File: config.mk
export PLATFORM = sky130hd
export DESIGN_NAME = subset_sum_reachability_core
export DESIGN_NICKNAME = d
export VERILOG_FILES = /design/src/hdl/ssr_pkg.sv /design/src/hdl/ssr_ram.sv /design/src/hdl/subset_sum_reachability_core.sv
export SDC_FILE = /design/constraint.sdc
export NUM_CORES = 2
export LEC_CHECK = 0
export BUFFER_PORTS_ARGS = -buffer_cell sky130_fd_sc_hd__buf_2
export CAP_MARGIN = 20
export CORE_UTILIZATION = 60
export DETAILED_ROUTE_END_ITERATION = 6
export PLACE_DENSITY = 0.73
export SLEW_MARGIN = 20
export SYNTH_ARGS = -nofsm -noshare
export SYNTH_HDL_FRONTEND = slang
export SYNTH_SLANG_ARGS = --single-unit
File: constraint.sdc
create_clock -name clk -period 35.9 [get_ports clk]
set_clock_uncertainty 0.1 [all_clocks]
set_input_delay 1.795 -clock clk [delete_from_list [all_inputs] [get_ports clk]]
set_output_delay 1.795 -clock clk [all_outputs]
set_load 0.005 [all_outputs]
File: src/hdl/ssr_pkg.sv
// Shared widths and constants for the subset-sum reachability core.
`timescale 1ns / 1ps
`default_nettype none
package ssr_pkg;
    localparam int ELEM_W = 16;   // element value width
    localparam int TGT_W  = 10;   // target sum register width
    localparam int CMP_W  = 17;   // common width for range compares
endpackage
`default_nettype wire

File: src/hdl/ssr_ram.sv
// Generic simple dual-port RAM: one write port, one read port, registered read.
`timescale 1ns / 1ps
`default_nettype none
module ssr_ram #(
    parameter int WIDTH = 1,
    parameter int DEPTH = 1024
) (
    input  wire logic                                    clk,
    input  wire logic                                    we,
    input  wire logic [(DEPTH > 1 ? $clog2(DEPTH) : 1)-1:0] waddr,
    input  wire logic [WIDTH-1:0]                        wdata,
    input  wire logic [(DEPTH > 1 ? $clog2(DEPTH) : 1)-1:0] raddr,
    output logic      [WIDTH-1:0]                        rdata
);
    logic [WIDTH-1:0] mem [DEPTH];

    always_ff @(posedge clk)
    begin
        if (we)
        begin
            mem[waddr] <= wdata;
        end
        rdata <= mem[raddr];
    end
endmodule
`default_nettype wire

File: src/hdl/subset_sum_reachability_core.sv
// Top level of the subset-sum reachability core: sequencer around the bitset RAM.
//
//  Channel   | Ports                                      | Handshake
//  ----------+--------------------------------------------+----------------------------
//  input     | element_value, has_element, set_end        | start & !busy
//  result    | subset_found                               | done, one cycle, no stall
//  config    | cfg_wdata (target sum)                     | cfg_we, no wait
//
// An element v that is in range walks j from MAX_SUM down to v, one bitset
// entry per cycle through the single RAM read port (read j-v, write j next cycle).
// An out-of-range element or an item with no element skips the walk.
// A set end adds the target lookup and report, then a clearing pass over
// every entry restores the bitset to "only sum 0". Reset also runs this
// clearing pass before the first transaction is taken. busy is high throughout.
// The receiver cannot stall: done is valid for exactly one cycle; subset_found holds until the next result.
`timescale 1ns / 1ps
`default_nettype none
module subset_sum_reachability_core #(
    parameter int MAX_SUM = 1023
) (
    input  wire logic                        clk,
    input  wire logic                        rst_n,
    input  wire logic                        cfg_we,
    input  wire logic [ssr_pkg::TGT_W-1:0]   cfg_wdata,
    input  wire logic                        start,
    input  wire logic [ssr_pkg::ELEM_W-1:0]  element_value,
    input  wire logic                        has_element,
    input  wire logic                        set_end,
    output logic                             busy,
    output logic                             done,
    output logic                             subset_found
);
    import ssr_pkg::*;

    localparam int DEPTH  = MAX_SUM + 1;
    localparam int ADDR_W = (DEPTH > 1) ? $clog2(DEPTH) : 1;
    localparam logic [ADDR_W-1:0] MAX_A = ADDR_W'(MAX_SUM);
    localparam logic [CMP_W-1:0]  MAX_C = CMP_W'(MAX_SUM);

    typedef enum logic [2:0] {
        ST_CLEAR,   // sweep: entry 0 <- 1, others <- 0
        ST_IDLE,
        ST_WALK,    // read j-v, j counts down to v
        ST_DRAIN,   // last write of the walk lands
        ST_LOOKUP,  // read target entry
        ST_REPORT   // RAM data valid, emit result
    } state_t;

    state_t            state_reg, state_next;
    logic [ADDR_W-1:0] clr_reg, clr_next;
    logic [ADDR_W-1:0] j_reg, j_next;
    logic [ADDR_W-1:0] v_reg, v_next;
    logic [TGT_W-1:0]  tgt_reg, tgt_next;
    logic [TGT_W-1:0]  cfg_tgt_reg, cfg_tgt_next;
    logic              last_reg, last_next;
    logic              wr_pend_reg, wr_pend_next;
    logic [ADDR_W-1:0] wr_addr_reg, wr_addr_next;
    logic              done_reg, done_next;
    logic              found_reg, found_next;

    logic              ram_we;
    logic [ADDR_W-1:0] ram_waddr;
    logic              ram_wdata;
    logic [ADDR_W-1:0] ram_raddr;
    logic              ram_rdata;

    logic              accept;
    logic [CMP_W-1:0]  elem_c;
    logic              elem_skip;
    logic              tgt_ok;
    logic [ADDR_W-1:0] tgt_addr;
    logic [CMP_W-1:0]  tgt_c;

    ssr_ram #(
        .WIDTH(1),
        .DEPTH(DEPTH)
    ) u_bits (
        .clk  (clk),
        .we   (ram_we),
        .waddr(ram_waddr),
        .wdata(ram_wdata),
        .raddr(ram_raddr),
        .rdata(ram_rdata)
    );

    assign accept = start && (state_reg == ST_IDLE);

    // Element is a no-op when zero, above the bound or above the target.
    assign elem_c    = CMP_W'(element_value);
    assign elem_skip = (element_value == '0) || (elem_c > MAX_C)
                       || (elem_c > CMP_W'(cfg_tgt_reg));

    assign tgt_c    = CMP_W'(tgt_reg);
    assign tgt_ok   = (tgt_c <= MAX_C);
    assign tgt_addr = tgt_c[ADDR_W-1:0];

    // RAM port steering: clear sweep owns the write port, otherwise the walk's
    // delayed write sets entry j when entry j-v read back as reachable.
    // Walk reads (j-v) always lie below every entry written in the same pass.
    always_comb
    begin
        if (state_reg == ST_CLEAR)
        begin
            ram_we    = 1'b1;
            ram_waddr = clr_reg;
            ram_wdata = (clr_reg == '0);
        end
        else
        begin
            ram_we    = wr_pend_reg && ram_rdata;
            ram_waddr = wr_addr_reg;
            ram_wdata = 1'b1;
        end
        if (state_reg == ST_WALK)
        begin
            ram_raddr = j_reg - v_reg;
        end
        else
        begin
            ram_raddr = tgt_addr;
        end
    end

    always_comb
    begin
        state_next   = state_reg;
        clr_next     = clr_reg;
        j_next       = j_reg;
        v_next       = v_reg;
        tgt_next     = tgt_reg;
        last_next    = last_reg;
        cfg_tgt_next = cfg_we ? cfg_wdata : cfg_tgt_reg;
        wr_pend_next = (state_reg == ST_WALK);
        wr_addr_next = j_reg;
        done_next    = 1'b0;
        found_next   = found_reg;

        case (state_reg)
            ST_CLEAR:
            begin
                clr_next = clr_reg + 1'b1;
                if (clr_reg == MAX_A)
                begin
                    clr_next   = '0;
                    state_next = ST_IDLE;
                end
            end
            ST_IDLE:
            begin
                if (accept)
                begin
                    v_next    = element_value[ADDR_W-1:0];
                    tgt_next  = cfg_tgt_reg;
                    last_next = set_end;
                    j_next    = MAX_A;
                    if (has_element && !elem_skip)
                    begin
                        state_next = ST_WALK;
                    end
                    else if (set_end)
                    begin
                        state_next = ST_LOOKUP;
                    end
                end
            end
            ST_WALK:
            begin
                j_next = j_reg - 1'b1;
                if (j_reg == v_reg)
                begin
                    state_next = ST_DRAIN;
                end
            end
            ST_DRAIN:
            begin
                state_next = last_reg ? ST_LOOKUP : ST_IDLE;
            end
            ST_LOOKUP:
            begin
                state_next = ST_REPORT;
            end
            ST_REPORT:
            begin
                done_next  = 1'b1;
                found_next = ram_rdata && tgt_ok;
                clr_next   = '0;
                state_next = ST_CLEAR;
            end
            default:
            begin
                state_next = ST_CLEAR;
            end
        endcase
    end

    always_ff @(posedge clk or negedge rst_n)
    begin
        if (!rst_n)
        begin
            state_reg   <= ST_CLEAR;
            clr_reg     <= '0;
            j_reg       <= '0;
            v_reg       <= '0;
            tgt_reg     <= '0;
            cfg_tgt_reg <= '0;
            last_reg    <= 1'b0;
            wr_pend_reg <= 1'b0;
            wr_addr_reg <= '0;
            done_reg    <= 1'b0;
            found_reg   <= 1'b0;
        end
        else
        begin
            state_reg   <= state_next;
            clr_reg     <= clr_next;
            j_reg       <= j_next;
            v_reg       <= v_next;
            tgt_reg     <= tgt_next;
            cfg_tgt_reg <= cfg_tgt_next;
            last_reg    <= last_next;
            wr_pend_reg <= wr_pend_next;
            wr_addr_reg <= wr_addr_next;
            done_reg    <= done_next;
            found_reg   <= found_next;
        end
    end

    assign busy         = (state_reg != ST_IDLE);
    assign done         = done_reg;
    assign subset_found = found_reg;
endmodule
`default_nettype wire
Word level (Yosys, flattened, before mapping) --
Memory sizes are Yosys's and may differ from the RTL's. A register that Yosys moved wholly into a read port is not among the register bits. Cells that the tools add are included.
Storage, ports and cells: bits of input ports 32, memories kept 1, RAM bits 1024, output and inout bits 3, word-level logic and storage cells 63, register bits 67
Operators by class: mux-type cells 18, order comparisons 3, add/subtract/negate cells 3, reduce and logical (&&, ||, !) cells 15, eq/ne operators 12
Memories:
- u_bits.mem | words 1024, width 1, rd ports 1, clocked after memory_dff 1, write ports 1, RTL line ssr_ram.sv:15 | logic [WIDTH-1:0] mem [DEPTH];
Operators with widths (number):
- 2-to-1 mux 10 bit | 4
- one-hot mux 10 bit (2 select lines) | 2
- 2-to-1 mux 3 bit | 6
- greater-than comparator 16 x 10 -> 1 bit | 1
- greater-than comparator 16 x 10 -> 1 bit (second input constant) | 1
- logical NOT 16 bit | 1
- one-hot mux 3 bit (5 select lines) | 1
- adder 10 x 1 -> 10 bit (second input constant) | 1
- equality test 10 bit | 1
- equality test 10 bit (second input constant) | 1
- less-or-equal comparator 10 bit (second input constant) | 1
- logical NOT 10 bit | 1
- subtractor 10 x 1 -> 10 bit (second input constant) | 1
- subtractor 10 bit | 1
- equality test 3 x 2 -> 1 bit (second input constant) | 2
- equality test 3 bit (second input constant) | 2
- 2-to-1 mux 1 bit | 5
- logical AND 1 bit | 4
- != test 2 x 1 -> 1 bit (second input constant) | 2
- AND reduction 2 bit | 2
- AND reduction 4 bit | 1
- nonzero test 2 bit | 2
- equality test 3 x 1 -> 1 bit (second input constant) | 1
- logical NOT 3 bit | 1
- 5 further kinds | 6

Depth between registers and ports, before layout --
word-level depth 8, mapped depth 18, mapped depth without buffers 14

Cells and area by module --
A second synthesis with hierarchy kept.
Second synthesis, totals: cell total of the unflattened synthesis 3507, area total of the unflattened synthesis 48331.4 um2
Modules (own cells, without submodules):
- ssr_ram | cells an instance 3112, area each 44656.6 um2, seq. area each 30769.5 um2, instances 1
- subset_sum_reachability_core | cells an instance 395, area each 3674.8 um2, seq. area each 1676.6 um2, instances 1

Least setup slack after synthesis --
Ideal clock, no wire load.
path type register to register, start point register state_reg[0], end point memory u_bits.mem[0] (data pin), period minus slack after synthesis 15.609 ns, data arrival time 12.830 ns, cell stages (with the launch flop) 6, required time 33.121 ns, setup slack 20.291 ns, path buffers 3, setup time 2.679 ns, path through dfrtp_1 buf_2 nor3_1 clkbuf_1 clkbuf_1 nand2_1
On the way: cells in the longest elaborated chain, start to end 2
Ends and longest elaborated chain:
- start: declaration | RTL line subset_sum_reachability_core.sv:49 | state_t state_reg, state_next;
- start signal: assignment | RTL line subset_sum_reachability_core.sv:214 | state_reg <= state_next;
- logical NOT 3 bit | RTL line subset_sum_reachability_core.sv:102 | if (state_reg == ST_CLEAR)
- 2-to-1 mux 1 bit | RTL line subset_sum_reachability_core.sv:102
- named net ram_wdata | RTL line subset_sum_reachability_core.sv:63 | logic ram_wdata;
- end: declaration | RTL line ssr_ram.sv:15
The timed path passes the listed nets, and every way through them passes these cells.

Worst setup path in the final report --
start point register state_reg[2], end point register u_bits.rdata, read port of u_bits.mem
On the way: cells in the longest elaborated chain, start to end 2
Ends and longest elaborated chain:
- equality test 3 x 2 -> 1 bit | RTL line subset_sum_reachability_core.sv:114 | if (state_reg == ST_WALK)
- 2-to-1 mux 10 bit | RTL line subset_sum_reachability_core.sv:114
- end: declaration | RTL line ssr_ram.sv:13 | output logic [WIDTH-1:0] rdata
Every way passes these cells. A chain may end at the register's enable or synchronous reset.

==> results.yml <==
cts:
  cts.htree.levels: 3
  clock_latency_ns: 0.68
  sinks_on_clock_net: 1092
  path_clk_slew_ns: 0.06
  tritoncts.num_buffers: 109
  tritoncts: "yes"
  postCtsHoldBufs: 0
  cts.repair_timing.setup_buffer_count: 0
  cts.root.buffer_cell: "sky130_fd_sc_hd__clkbuf_16"
  cts_buffer_depth: 3
  post_cts_resized: 0
outcome:
  status: "completed"
finish:
  registers.top_by_ff_count: "u_bits.mem"
  post_layout_utilization_of_the_core: 0.6588
  drive_gt1_frac: 0.09061
  final-instance-count-excl-fill: 5629
  finish.net_count: 4520
  area_growth_syn_to_layout_pct: 8.920
  flip_flop_count_of_the_largest_register_after_layout: 1024
synth:
  number_of_synthesized_register_bits: 1092
  syn-cell-area_um2: 49590
  share_of_the_synthesized_area_in_the_top_cell_type: 0.6201
  yosysUniqueCellTypes: 77
  yosys_warnings: 0
  async_reset_ff_frac: 0.06136
  yosysMostFrequentCell: "sky130_fd_sc_hd__nor2_1"
  number_of_enable_flip_flop_cells_after_synthesis: 1024
  mappedNetlistNets: 4672
  postSynthAreaPerCell_um2: 10.74
  ys_top_cells_by_area: "sky130_fd_sc_hd__edfxtp_1 (62%), sky130_fd_sc_hd__nor2_1 (8.2%), sky130_fd_sc_hd__nand2_1 (6.9%)"
  synthCells: 4617
  synth_seq_area_share: 0.6543
  yosys_most_used_dff: "sky130_fd_sc_hd__edfxtp_1"
  post_synth_most_frequent_cells: "sky130_fd_sc_hd__nor2_1 (1086), sky130_fd_sc_hd__edfxtp_1 (1024), sky130_fd_sc_hd__nand2_1 (918), sky130_fd_sc_hd__nand3_1 (499), sky130_fd_sc_hd__clkbuf_1 (214)"
  synth_top_cell_by_area: "sky130_fd_sc_hd__edfxtp_1"
hold_path:
  hp_class: "flip-flop to flip-flop"
  worst_hold_startpoint: "j_reg[0]"
grt:
  grt_start_max_net_pins: 148
  gr-usage-met3: 0.07283
  first_pass_grt_wire_length_um: 213800
  gr_busiest_metal: "met2"
  gr-total-overflow: 0
  grt_use_total: 0.3485
  groute.layer.met2.usage: 0.5341
  grt_pass1_vias: 34150
  grt.met1_usage: 0.4811
  antenna_found_initial: 1
floorplan:
  core_um2: 81980
  floorplan.initialDensity: 0.6049
  placement_rows: 105
  ioPinCount: 35
  die_w_um: 289.5
  die_height_um: 289.5
  design.die.area_um2: 83800
sta:
  period_utilization_post_route: 0.1755
  slew_headroom: 0.1309
  final-hold-violation-count: 0
  report.final.setup_viol: 0
  max_slew.worst_pin.slew_ns: 1.287
  timing.setup.tns_ns: 0
  worst_slack_ns: 29.60
  tmin_final_ns: 6.302
  fmax_achieved_ghz: 0.1587
  timing.final.max_slew_violations: 0
  rsz_0062_raised_after_global_routing: "false"
placed_design:
  place_ws_ns: 29.79
  place_congestion: 0.8634
  detailed_place_hpwl_um: 73740
  placed_insts: 5415
  number_of_buffer_cells_added_on_primary_ports: 34
critical_path:
  crit_type: "flip-flop to flip-flop"
  path_max_fanout: 135
  worstReg2RegStart: "state_reg[2]"
  timing.critical_path.required_ns: 36.29
  crit_arrival_ns: 6.69
  crit_path_start_kind: "flip-flop"
  startpoint_of_the_most_critical_setup_path: "state_reg[2]"
  endpoint_kind: "flip-flop"
job:
  max_cap_viol_count: 0
route:
  wirelength_um: 145500
  drt_iter0_markers: 6096
  drt_drc_violations_left: 0
  wl_per_cell_um: 25.85
  first_pass_iters: 6
  antenna_left: 0
  drt-vias-per-instance: 6.479
  detailroute.via_count: 36470
power:
  pwr_density_cell_nw_per_um2: 46.87
  power.static_leakage_uw: 0.01682
  fin_total_pwr_uw: 2532
  power.ir.vdd_worst_uv: 46.01
==> final timing paths <==
path,to,slack [ns],depth (start not counted)
worst min-delay path,wr_addr_reg[0],0.33,0
min in group asynchronous,subset_found,1.20,2
worst min register to register,wr_addr_reg[0],0.33,0
max in group asynchronous,cfg_tgt_reg[7],33.96,2
worst max register to register,u_bits.rdata,29.60,14
worst max-delay path,u_bits.rdata,29.60,14
==> area by class of cell <==
| cell class | count | area (um^2) |
|---|---|---|
| diodes | 1 | 2.502 |
| flip-flops and latches | 1092 | 32450 |
| clock inverters | 65 | 661.9 |
| multi-input cells | 3106 | 15530 |
| fillers | 6235 | 27970 |
| repair buffers | 122 | 975.9 |
| well taps | 1070 | 1339 |
| clock buffers | 139 | 2925 |
| inverters | 34 | 132.6 |
==> power by group <==
group | internal (uW) | switching (uW) | leakage, uW
combinational | 3.58 | 5.46 | 0.00720
sequential | 1370 | 0.375 | 0.00787
clock | 662 | 488 | 0.00175
total | 2040 | 494 | 0.0168
==> cell usage in the layout, fill, tap and decap left out, drive strengths merged, types with 5 or more instances in the layout <==
cell,count
a211oi,16
nand3,499
dfrtp,67
mux4,52
edfxtp,1024
a31oi,43
clkbuf,139
o211ai,5
nor3,18
o21ai,64
ha,22
clkinvlp,7
clkinv,45
or2,6
o22ai,7
nor2,1087
bufinv,12
a21oi,41
a22oi,12
nor4,13
and3,31
o21a,14
inv,35
buf,122
or3,6
a32oi,5
xnor2,11
mux2i,76
nor2b,7
o31ai,7
mux2,5
a311oi,11
nand2,918
nand4,46
nand2b,14
==> critical path: stages, from the launching register on <==
cell,delay (ns)
sky130_fd_sc_hd__dfrtp_1,0.43
sky130_fd_sc_hd__nand2b_1,0.19
sky130_fd_sc_hd__nand2b_1,0.58
sky130_fd_sc_hd__inv_6,0.51
sky130_fd_sc_hd__mux2i_4,0.31
sky130_fd_sc_hd__buf_12,0.55
sky130_fd_sc_hd__buf_4,0.67
sky130_fd_sc_hd__nand3_1,0.16
sky130_fd_sc_hd__nand3_1,0.13
sky130_fd_sc_hd__nand3_1,0.15
sky130_fd_sc_hd__nand4_1,0.17
sky130_fd_sc_hd__o21ai_1,0.17
sky130_fd_sc_hd__or4_1,0.54
sky130_fd_sc_hd__o311ai_0,1.05
sky130_fd_sc_hd__o22ai_1,0.18
==> metal layers <==
metal,share of wire,wire [um]
met2,0.45,65560
met5,0.000069,10
met4,0.052,7600
met1,0.36,53030
met3,0.13,19300
==> stage by stage <==
stage / hold WS (ns) / area [um^2]
3_3_place_gp: 0.3021 / 50200
4_1_cts: 0.3219 / 53820
3_5_place_dp: 0.3105 / 50230
2_1_floorplan: 0.2951 / 49590
6_report: 0.3284 / 54010
5_1_grt: 0.3441 / 54010
==> cell families (layout without fill, tap and decap cells) <==
group / count (synthesis) / after routing / synth area share
DFF: 1092 / 1092 / 0.6543
adders and majority gates: 23 / 23 / 0.005955
AOI/OAI and AO/OA: 271 / 271 / 0.03689
xor gates and xnor gates: 14 / 14 / 0.002473
and+or+nand+nor: 2665 / 2665 / 0.2227
buffers and inverters: 419 / 360 / 0.03745
other: 0 / 1 / 0
muxes: 133 / 133 / 0.04017
No activity file was read; power rests on OpenSTA's default activity.
